$ cat config.mk
export PLATFORM = sky130hd
export DESIGN_NAME = fixed_block_pool_allocator
export DESIGN_NICKNAME = d
export VERILOG_FILES = /design/src/rtl/core/fbpa_pkg.sv /design/src/rtl/core/fbpa_div.sv /design/src/rtl/core/fixed_block_pool_allocator.sv
export VERILOG_INCLUDE_DIRS = /design/src /design/src/rtl/core
export SDC_FILE = /design/constraint.sdc
export NUM_CORES = 2
export LEC_CHECK = 0
export BUFFER_PORTS_ARGS = -buffer_cell sky130_fd_sc_hd__buf_4
export CAP_MARGIN = 0
export CORE_UTILIZATION = 63
export CTS_CLUSTER_DIAMETER = 150
export DETAILED_ROUTE_END_ITERATION = 12
export PLACE_DENSITY = 0.76
export SYNTH_ARGS = -nofsm -noshare
export SYNTH_HDL_FRONTEND = slang
export SYNTH_HIERARCHICAL = 1
export SYNTH_SLANG_ARGS = --single-unit
$ cat constraint.sdc
create_clock -name clk -period 9.6 [get_ports clk]
set_input_delay 1.92 -clock clk [delete_from_list [all_inputs] [get_ports clk]]
set_output_delay 1.92 -clock clk [all_outputs]
set_load 0.01 [all_outputs]
$ cat src/rtl/core/fixed_block_pool_allocator_macros.svh
// Assertion macros shared by the allocator RTL.
`ifndef FIXED_BLOCK_POOL_ALLOCATOR_MACROS_SVH
`define FIXED_BLOCK_POOL_ALLOCATOR_MACROS_SVH

// Same-cycle implication on clk, masked while rst is high.
`define FBPA_ASSERT_IMP(name, cond, prop) \
  name: assert property (@(posedge clk) disable iff (rst) (cond) |-> (prop)) \
    else $error("fbpa: same-cycle check failed");

// Next-cycle implication on clk, masked while rst is high.
`define FBPA_ASSERT_NXT(name, cond, prop) \
  name: assert property (@(posedge clk) disable iff (rst) (cond) |=> (prop)) \
    else $error("fbpa: next-cycle check failed");

`endif

$ cat src/rtl/core/fbpa_pkg.sv
// Package of widths, codes and defaults for the block pool allocator.
`default_nettype none
package fbpa_pkg;

  localparam int ADDR_W    = 32;
  localparam int SIZE_W    = 13;
  localparam int CNT_W     = 9;
  localparam int IDX_OUT_W = 8;
  localparam int STATUS_W  = 2;
  localparam int CFG_IDX_W = 2;

  localparam int DEF_MAX_BLOCKS = 256;

  localparam logic [ADDR_W-1:0] RST_POOL_BASE   = 32'd0;
  localparam logic [SIZE_W-1:0] RST_BLOCK_SIZE  = 13'd512;
  localparam logic [CNT_W-1:0]  RST_BLOCK_COUNT = 9'd256;

  typedef enum logic [STATUS_W-1:0] {
    STATUS_OK    = 2'd0,
    STATUS_EMPTY = 2'd1,
    STATUS_BAD   = 2'd2
  } status_t;

  typedef enum logic {
    KIND_ALLOC   = 1'b0,
    KIND_RELEASE = 1'b1
  } kind_t;

  typedef enum logic [CFG_IDX_W-1:0] {
    REG_POOL_BASE   = 2'd0,
    REG_BLOCK_SIZE  = 2'd1,
    REG_BLOCK_COUNT = 2'd2
  } cfg_reg_t;

endpackage
`default_nettype wire

$ cat src/rtl/core/fbpa_div.sv
// Restoring divider, one quotient bit per cycle, for address-to-block conversion.
`default_nettype none
module fbpa_div (
  input  wire logic                       clk,
  input  wire logic                       rst,
  input  wire logic                       start,
  input  wire logic [fbpa_pkg::ADDR_W-1:0] dividend,
  input  wire logic [fbpa_pkg::SIZE_W-1:0] divisor,
  output logic                            done,
  output logic [fbpa_pkg::ADDR_W-1:0]     quotient,
  output logic [fbpa_pkg::SIZE_W-1:0]     remainder
);
  import fbpa_pkg::*;

  localparam int STEP_W = $clog2(ADDR_W);

  logic              busy;
  logic [STEP_W-1:0] step;
  logic [SIZE_W-1:0] dvs;
  logic [SIZE_W:0]   rem_sh;
  logic [SIZE_W:0]   diff;
  logic              fits;

  assign rem_sh = {remainder, quotient[ADDR_W-1]};
  assign diff   = rem_sh - {1'b0, dvs};
  assign fits   = rem_sh >= {1'b0, dvs};

  always_ff @(posedge clk) begin
    if (rst) begin
      busy <= 1'b0;
      done <= 1'b0;
      step <= '0;
    end else begin
      done <= 1'b0;
      if (start) begin
        busy <= 1'b1;
        step <= STEP_W'(ADDR_W - 1);
      end else if (busy) begin
        if (step == '0) begin
          busy <= 1'b0;
          done <= 1'b1;
        end
        step <= step - 1'b1;
      end
    end
  end

  always_ff @(posedge clk) begin
    if (start) begin
      quotient  <= dividend;
      remainder <= '0;
      dvs       <= divisor;
    end else if (busy) begin
      remainder <= fits ? diff[SIZE_W-1:0] : rem_sh[SIZE_W-1:0];
      quotient  <= {quotient[ADDR_W-2:0], fits};
    end
  end

endmodule
`default_nettype wire

$ cat src/rtl/core/fixed_block_pool_allocator.sv
// Top level of the fixed-size block pool allocator.
// Usage:
// Requests arrive on the s_ stream: tuser selects allocate (0) or release (1),
// tdata carries the address to release. Each request gives exactly one
// response on the m_ stream: tuser is the status (ok, pool empty, not
// allocated), tdata holds the block address and, above it, the block id.
// The pool is to be set through cfg_we, cfg_index and cfg_data only while no
// request is outstanding; the block itself does not enforce this. One request
// is handled at a time. An allocate passes through the multiply, add and
// result states, after a queue read state first when the id comes from the
// return queue; an allocate on an empty pool goes straight to the result state.
// A release runs the bit-serial divider that turns the byte offset into a block
// id, then checks the in-use memory and answers; a misaligned or out-of-range
// address skips the check, and a zero block_size skips the divider as well.
// s_tready is high again in the cycle in which the response appears. After
// reset the in-use memory is swept clear, one entry a cycle through all
// MAX_BLOCKS entries, and s_tready stays low meanwhile; configuration writes
// are taken throughout. A response waits in the output register while m_tready
// is low, and the next request is still taken and worked on; it holds its own
// response until the register is free.
`default_nettype none
module fixed_block_pool_allocator #(
  parameter int MAX_BLOCKS = fbpa_pkg::DEF_MAX_BLOCKS
) (
  input  wire logic                            clk,
  input  wire logic                            rst,
  input  wire logic                            cfg_we,
  input  wire logic [fbpa_pkg::CFG_IDX_W-1:0]  cfg_index,
  input  wire logic [fbpa_pkg::ADDR_W-1:0]     cfg_data,
  input  wire logic                            s_tvalid,
  output logic                                 s_tready,
  // address
  input  wire logic [fbpa_pkg::ADDR_W-1:0]     s_tdata,
  // kind
  input  wire logic                            s_tuser,
  output logic                                 m_tvalid,
  input  wire logic                            m_tready,
  // block_address [31:0], block_index [39:32]
  output logic [fbpa_pkg::ADDR_W+fbpa_pkg::IDX_OUT_W-1:0] m_tdata,
  // status
  output logic [fbpa_pkg::STATUS_W-1:0]        m_tuser
);
  import fbpa_pkg::*;
  `include "fixed_block_pool_allocator_macros.svh"

  localparam int IW = (MAX_BLOCKS > 1) ? $clog2(MAX_BLOCKS) : 1;
  localparam int CW = $clog2(MAX_BLOCKS + 1);
  localparam int PW = IW + SIZE_W;

  typedef enum logic [2:0] {
    ST_CLEAR, ST_IDLE, ST_DIV, ST_CHK, ST_QRD, ST_MUL, ST_ADD, ST_RES
  } state_t;

  state_t            state;
  logic [ADDR_W-1:0] pool_base;
  logic [SIZE_W-1:0] block_size;
  logic [CNT_W-1:0]  block_count;

  logic [CW-1:0]     fresh;
  logic [IW-1:0]     queue_head;
  logic [IW-1:0]     queue_tail;
  logic [CW-1:0]     queue_count;
  logic [IW-1:0]     clr_idx;
  logic [CW-1:0]     count_eff;

  logic [IW-1:0]     id;
  logic [PW-1:0]     prod;
  status_t           res_status;
  logic [ADDR_W-1:0] res_addr;
  logic [IW-1:0]     res_id;

  logic              in_use_mem [MAX_BLOCKS];
  logic [IW-1:0]     rq_mem [MAX_BLOCKS];
  logic              iu_rdata;
  logic [IW-1:0]     rq_rdata;
  logic              iu_we;
  logic [IW-1:0]     iu_waddr;
  logic              iu_wdata;
  logic              rq_we;

  logic              take;
  logic              div_start;
  logic              div_done;
  logic [ADDR_W-1:0] div_quo;
  logic [SIZE_W-1:0] div_rem;
  logic              div_ok;

  assign count_eff = (32'(block_count) < 32'(MAX_BLOCKS)) ? CW'(block_count) : CW'(MAX_BLOCKS);
  assign s_tready  = (state == ST_IDLE);
  assign take      = s_tvalid && s_tready;
  assign div_start = take && (s_tuser == KIND_RELEASE) && (block_size != '0);
  assign div_ok    = (div_rem == '0) && (div_quo < 32'(count_eff));

  fbpa_div u_div (
    .clk       (clk),
    .rst       (rst),
    .start     (div_start),
    .dividend  (s_tdata - pool_base),
    .divisor   (block_size),
    .done      (div_done),
    .quotient  (div_quo),
    .remainder (div_rem)
  );

  always_ff @(posedge clk) begin
    if (rst) begin
      pool_base   <= RST_POOL_BASE;
      block_size  <= RST_BLOCK_SIZE;
      block_count <= RST_BLOCK_COUNT;
    end else if (cfg_we) begin
      unique case (cfg_index)
        REG_POOL_BASE:   pool_base   <= cfg_data;
        REG_BLOCK_SIZE:  block_size  <= cfg_data[SIZE_W-1:0];
        REG_BLOCK_COUNT: block_count <= cfg_data[CNT_W-1:0];
        default: ;
      endcase
    end
  end

  always_comb begin
    iu_we    = 1'b0;
    iu_waddr = id;
    iu_wdata = 1'b0;
    rq_we    = 1'b0;
    unique case (state)
      ST_CLEAR: begin
        iu_we    = 1'b1;
        iu_waddr = clr_idx;
      end
      ST_MUL: begin
        iu_we    = 1'b1;
        iu_wdata = 1'b1;
      end
      ST_CHK: begin
        iu_we = iu_rdata;
        rq_we = iu_rdata && (queue_count < CW'(MAX_BLOCKS));
      end
      default: ;
    endcase
  end

  always_ff @(posedge clk) begin
    if (iu_we) begin
      in_use_mem[iu_waddr] <= iu_wdata;
    end
    iu_rdata <= in_use_mem[div_quo[IW-1:0]];
  end

  always_ff @(posedge clk) begin
    if (rq_we) begin
      rq_mem[queue_tail] <= id;
    end
    rq_rdata <= rq_mem[queue_head];
  end

  always_ff @(posedge clk) begin
    if (rst) begin
      state       <= ST_CLEAR;
      clr_idx     <= '0;
      fresh       <= '0;
      queue_head  <= '0;
      queue_tail  <= '0;
      queue_count <= '0;
      m_tvalid    <= 1'b0;
    end else begin
      if (m_tvalid && m_tready && (state != ST_RES)) begin
        m_tvalid <= 1'b0;
      end
      unique case (state)
        ST_CLEAR: begin
          clr_idx <= clr_idx + 1'b1;
          if (clr_idx == IW'(MAX_BLOCKS - 1)) begin
            state <= ST_IDLE;
          end
        end
        ST_IDLE: begin
          if (take) begin
            res_status <= (s_tuser == KIND_ALLOC) ? STATUS_EMPTY : STATUS_BAD;
            res_addr   <= '0;
            res_id     <= '0;
            if (s_tuser == KIND_ALLOC) begin
              if (fresh < count_eff) begin
                id    <= fresh[IW-1:0];
                fresh <= fresh + 1'b1;
                state <= ST_MUL;
              end else if (queue_count != '0) begin
                queue_head  <= (queue_head == IW'(MAX_BLOCKS - 1)) ? '0 : queue_head + 1'b1;
                queue_count <= queue_count - 1'b1;
                state       <= ST_QRD;
              end else begin
                state <= ST_RES;
              end
            end else if (block_size == '0) begin
              state <= ST_RES;
            end else begin
              state <= ST_DIV;
            end
          end
        end
        ST_DIV: begin
          if (div_done) begin
            id    <= div_quo[IW-1:0];
            state <= div_ok ? ST_CHK : ST_RES;
          end
        end
        ST_CHK: begin
          if (iu_rdata) begin
            res_status <= STATUS_OK;
            res_id     <= id;
            if (rq_we) begin
              queue_tail  <= (queue_tail == IW'(MAX_BLOCKS - 1)) ? '0 : queue_tail + 1'b1;
              queue_count <= queue_count + 1'b1;
            end
          end
          state <= ST_RES;
        end
        ST_QRD: begin
          id    <= rq_rdata;
          state <= ST_MUL;
        end
        ST_MUL: begin
          prod  <= PW'(id) * PW'(block_size);
          state <= ST_ADD;
        end
        ST_ADD: begin
          res_status <= STATUS_OK;
          res_addr   <= pool_base + ADDR_W'(prod);
          res_id     <= id;
          state      <= ST_RES;
        end
        ST_RES: begin
          if (!m_tvalid || m_tready) begin
            m_tvalid <= 1'b1;
            m_tdata  <= {IDX_OUT_W'(res_id), res_addr};
            m_tuser  <= res_status;
            state    <= ST_IDLE;
          end
        end
        default: state <= ST_IDLE;
      endcase
    end
  end

  `FBPA_ASSERT_IMP(a_err_fields_zero, m_tvalid && (m_tuser != STATUS_OK), m_tdata == '0)
  `FBPA_ASSERT_IMP(a_div_done_in_div, div_done, state == ST_DIV)
  `FBPA_ASSERT_NXT(a_one_item_at_once, take, !s_tready)
  `FBPA_ASSERT_IMP(a_queue_bound, s_tready, queue_count <= CW'(MAX_BLOCKS))

endmodule
`default_nettype wire
== After elaboration in Yosys (flattened, before gate mapping) ==
Memory sizes are Yosys's and may differ from the RTL's. A register that Yosys moved wholly into a read port is not among the register bits.
Index checks and enable logic that the tools add are counted.

* $add $sub $neg: 10
* $mul: 1
* $lt $le $gt $ge: 5
* Equality and inequality tests: 23
* Multiplexer cells: 54
* Bitwise operators: 4
* Reductions and logical operators: 37

{| class="wikitable"
|+ Operators by type and width
! cell !! count
|-
| $mux W32 || 3
|-
| $mux W8 || 9
|-
| $pmux W32 S2 || 1
|-
| $mux W9 || 7
|-
| $pmux W8 S3 || 2
|-
| $add A32 B21 Y32 || 1
|-
| $lt A32 B9 Y1 || 1
|-
| $sub A32 B32 Y32 || 1
|-
| $logic_not A13 Y1 || 2
|-
| $add A8 B1 Y8 const B || 3
|-
| $eq A8 B8 Y1 const B || 3
|-
| $mul A8 B13 Y21 || 1
|-
| $mux W3 || 7
|-
| $pmux W3 S7 || 1
|-
| $add A9 B1 Y9 const B || 2
|-
| $lt A9 B9 Y1 const B || 2
|-
| $pmux W9 S2 || 1
|-
| $ge A14 B13 Y1 || 1
|-
| $mux W1 || 13
|-
| $mux W13 || 1
|-
| $reduce_bool A13 Y1 || 1
|-
| $sub A13 B13 Y13 || 1
|-
| $eq A3 B3 Y1 const B || 4
|-
| $ne A2 B2 Y1 const B || 6
|-
| 31 further kinds || 60
|}

* Flip-flop bits (word level): 278
* Memory bits (writable): 2304
* Output and inout port bits: 44
* Memories: 2

{| class="wikitable"
|+ Memory list
! memory !! depth !! bits a word !! read ports !! clocked after Yosys merged registers in !! write ports !! RTL line !! RTL
|-
| rq_mem || 256 || 8 || 1 || 1 || 1 || fixed_block_pool_allocator.sv:73 || <nowiki>logic [IW-1:0] rq_mem [MAX_BLOCKS];</nowiki>
|-
| in_use_mem || 256 || 1 || 1 || 1 || 1 || fixed_block_pool_allocator.sv:72 || <nowiki>logic in_use_mem [MAX_BLOCKS];</nowiki>
|}

== Depth between registers and ports, before layout ==
* Word-level depth: 7
* Depth in mapped cells: 19

== Modules after synthesis ==
Netlist, hierarchy kept.

{| class="wikitable"
|+ By module, submodules not included
! module !! times used !! cells each !! area each (um^2) !! sequential area each (um^2)
|-
| fixed_block_pool_allocator || 1 || 5662 || 104985.7 || 74761.7
|-
| fbpa_div || 1 || 273 || 3275.6 || 1751.7
|}

== Least setup slack after synthesis ==
Ideal clock, no wire load.

* Path kind: reg-to-reg
* From: register id[2]
* To: register prod[20], data pin
* Data arrival time: 7.427 ns
* Setup slack: 1.913 ns
* Cell stages (with the launch flop): 19
* Buffers on the path: 1
* Clock period less this slack: 7.687 ns
* Path through: edfxtp_1 -> clkbuf_1 -> nand2_1 -> fa_1 -> fa_1 -> inv_1 -> fa_1 -> inv_1 -> fa_1 -> inv_1 -> ha_1 -> o21ai_0 -> a21oi_1 -> o21ai_0 -> a211oi_1 -> nor3_1 -> o41ai_1 -> a21oi_1 -> xnor2_1

* Word-level cells in the longest chain between the ends: 1

{| class="wikitable"
|+ RTL lines
! element !! RTL line !! RTL
|-
| from (decl) || fixed_block_pool_allocator.sv:66 || <nowiki>logic [IW-1:0] id;</nowiki>
|-
| from (signal assigned) || fixed_block_pool_allocator.sv:183 || <nowiki>id <= fresh[IW-1:0];</nowiki>
|-
| from (signal assigned) || fixed_block_pool_allocator.sv:202 || <nowiki>id <= div_quo[IW-1:0];</nowiki>
|-
| from (signal assigned) || fixed_block_pool_allocator.sv:218 || <nowiki>id <= rq_rdata;</nowiki>
|-
| $mul A8 B13 Y21 || fixed_block_pool_allocator.sv:222 || <nowiki>prod <= PW'(id) * PW'(block_size);</nowiki>
|-
| to (signal assigned) || fixed_block_pool_allocator.sv:222 ||
|-
| to (decl) || fixed_block_pool_allocator.sv:67 || <nowiki>logic [PW-1:0] prod;</nowiki>
|}

No other way between the ends.
A chain may end at the register's enable or synchronous reset.

== Final worst setup path ==
* From: register id[3]
* To: register prod[20], data pin

Same word-level chain as after synthesis.

==> summary.md <==
| Metric | Value |
|---|---|
| RD Place Congestion | 0.896 |
| Vias in the first global route | 57088 |
| Total of max-cap violations | 0 |
| Worst Setup EP | prod[20]$_DFFE_PP_ |
| CP Max Fanout | 47 |
| Die Wd | 417 um |
| Initial antenna violation count | 7 |
| P&R area growth vs syn | 10.4% |
| Worst skew pair latency | 930 ps |
| TNS Setup | 0 ps |
| Reg2reg start | id[3]$_DFFE_PP_ |
| Top cells by count, synth | edfxtp_1, mux4_2, nor2_1 |
| Status | finished, final reports clean |
| Largest net degree at the start of global routing | 204 |
| Worst setup SP type | flip-flop |
| Mean Syn Cell Area | 18.2 um2 |
| Remaining DRCs | 0 |
| CP Launch Point | id[3]$_DFFE_PP_ |
| Register bit total from synthesis | 2591 |
| Core area | 170000 um2 |
| Synthesized area | 108000 um2 |
| Max-slew violation count | 0 |
| Count leader, synth | edfxtp_1 |
| Netlist cell types | 86 |
| Row Count | 151 |
| Post-CTS sizing | 0 |
| FF-to-FF End | prod[20]$_DFFE_PP_ |
| Starting density of the core | 63.7% |
| Detailed-route via count | 57005 |
| IO buf count | 115 |
| Setup CP Type | reg2reg |
| Fin. Hold Viols | 0 |
| Ys flop type | edfxtp_1 |
| Vias per cell | 6.72 |
| Clock tree buffer depth | 4 |
| CTS Hold Bufs | 0 |
| VDD IR-drop max | 0.189 mV |
| Detailed Place HPWL | 145 mm |
| Asr flop ratio synth | 0% |
| Power density cells | 186 nW/um2 |
| Layout cells sized above 1 | 21.3% |
| Post-CTS Setup Inserts | 0 |
| Cells after Synth | 5935 |
| Placed cell count | 8019 |
| Seq/Total Area, Yosys | 70.7% |
| Final WS setup | 3720 ps |
| CTS tree | done |
| Die H | 417 um |
| Worst EP arrival | 6520 ps |
| GR Util All Layers | 29.5% |
| Post-synth EDFFs | 2462 |
| Slew of the pin with the lowest slew margin | 1230 ps |
| Post-synth top area share | 68.3% |
| RSZ-0062 raised after global routing | no |
| Clk slew on worst S/H paths | 60 ps |
| Synth Warn # | 6 |
| Die area | 174000 um2 |
| Layout Utilization | 70.3% |
| Crit share post-route | 61.2% |
| Initial DRC Count | 6558 |
| Setup violators final | 0 |
| WP data required | 10240 ps |
| Final Skew | 66.9 ps |
| Highest clock rate | 0.170 GHz |
| Finished Layout Cells | 8488 |
| Yosys top cell by area | edfxtp_1 |
| CTS root buf | clkbuf_16 |
| Num CTS Buffers | 274 |
| Worst Reg-to-Reg Cells | 18 |
| WL per Instance | 29.8 um |
| Io pins | 116 |
| Nets | 6357 |
| Cell depth of the worst min-delay path | 0 |
| FF-to-FF setup slack | 3720 ps |
| Pre-Repair DR Iteration Count | 6 |
| Leakage | 41.2 nW |
| Syn Nets | 6215 |
| First-pass GRT wire length | 374 mm |
| Global route total overflow | 0 |
| Min-Delay Path Class | reg2reg |
| Slew margin rel. | 18.0% |
| CTS Sinks | 2591 |
| Pre-CTS setup slack | 3770 ps |
| Worst Setup End Kind | flip-flop |
| Total Power | 0.0223 W |
| Final period demand of the worst path | 5880 ps |
| Final ANT Viol Nets | 0 |
| H-tree depth | 5 |
| Top cells by area, synth | edfxtp_1, mux4_2, dfxtp_1 |
| DRT Wirelength | 253 mm |
==> critical path, stage by stage, from the launching register on <==
cell and delay, ps:
edfxtp_1 940, buf_4 520, nand2_1 150, fa_1 510, fa_1 550, inv_1 50
fa_1 480, inv_1 50, fa_1 470, inv_1 40, ha_1 320, o21ai_0 100
a21oi_1 140, o21ai_0 200, a211oi_1 380, nor3_1 130, o41ai_1 340, a21oi_1 130
xnor2_1 130
==> layout by cell type (no fill, tap or decap), drive strengths merged, types with 31 or more instances in the layout <==
cell type	Yosys	final
clkbuf	214	352
mux2i	40	40
edfxtp	2462	2462
a21oi	142	142
a22oi	34	34
nand2	260	260
nor3	36	36
inv	155	161
mux2	31	31
mux4	714	714
o21ai	66	66
nand3	48	48
ha	138	138
xnor2	49	49
and2	102	102
clkinv	1	93
fa	70	70
nor2	669	669
xor2	49	49
buf	108	188
dfxtp	129	129
==> routing by layer <==
metal	up-vias	track usage (%)	wire (um)
li1	23825	-	-
met1	29579	40.5	95700
met2	3052	48.1	126000
met3	543	5.32	22200
met4	6	11.0	9450
met5	-	0	31
==> sequential cells by signal, summed over array words and instances, names as in the netlist, 2 cells and up <==
register / count
res_addr: 32
rq_rdata: 8
rq_mem: 2048
prod: 21
id: 8
m_tuser: 2
m_tdata: 40
queue_count: 9
block_count: 9
res_id: 8
clr_idx: 8
block_size: 13
u_div/dvs: 13
queue_head: 8
u_div/step: 5
queue_tail: 8
state: 3
res_status: 2
u_div/remainder: 13
in_use_mem: 256
pool_base: 32
u_div/quotient: 32
fresh: 9
==> cell type report <==
type / instances / area (um2)
flip-flops and latches: 2591 / 76500
clock inverters: 115 / 817
well taps: 2218 / 2780
fillers: 10246 / 50600
clock buffers: 352 / 7350
inverters: 156 / 591
diodes: 2 / 5.00
multi-input cells: 2866 / 29900
repair buffers: 188 / 1520
==> power breakdown <==
group / leakage, nW / switching (W) / internal [W] / total [W]
Combinational: 10.4 / 0.000137 / 0.0000875 / 0.000224
Clock: 4.00 / 0.00418 / 0.00565 / 0.00983
Sequential: 26.8 / 0.0000155 / 0.0122 / 0.0122
Total: 41.2 / 0.00433 / 0.0179 / 0.0223
==> logic make-up (layout without fill, tap and decap cells) <==
logic type | count (synthesis) | after routing | synth area share (%)
fa+ha+maj | 208 | 208 | 2.89
buf+inv | 478 | 811 | 1.81
compound gates | 473 | 473 | 2.93
xor+xnor | 98 | 98 | 0.793
simple gates | 1302 | 1302 | 5.36
mux | 785 | 785 | 15.5
other cells | 0 | 2 | 0
flops | 2591 | 2591 | 70.7
==> worst min path at each step <==
stage / startpoint / to
3_3_place_gp: res_addr[14]$_SDFFCE_PP0P_ / m_tdata[14]$_DFFE_PP_
5_1_grt: res_addr[23]$_SDFFCE_PP0P_ / m_tdata[23]$_DFFE_PP_
6_report: res_addr[3]$_SDFFCE_PP0P_ / m_tdata[3]$_DFFE_PP_
3_5_place_dp: res_id[4]$_SDFFCE_PN0P_ / m_tdata[36]$_DFFE_PP_
4_1_cts: res_addr[23]$_SDFFCE_PP0P_ / m_tdata[23]$_DFFE_PP_
2_1_floorplan: res_addr[0]$_SDFFCE_PP0P_ / m_tdata[0]$_DFFE_PP_
==> stage by stage <==
stage | area, um2 | hold slack (ps)
4_1_cts | 119000 | 414
2_1_floorplan | 108000 | 400
6_report | 119000 | 414
3_3_place_gp | 111000 | 401
3_5_place_dp | 111000 | 406
5_1_grt | 119000 | 418
(Power assumes the default switching activity.)
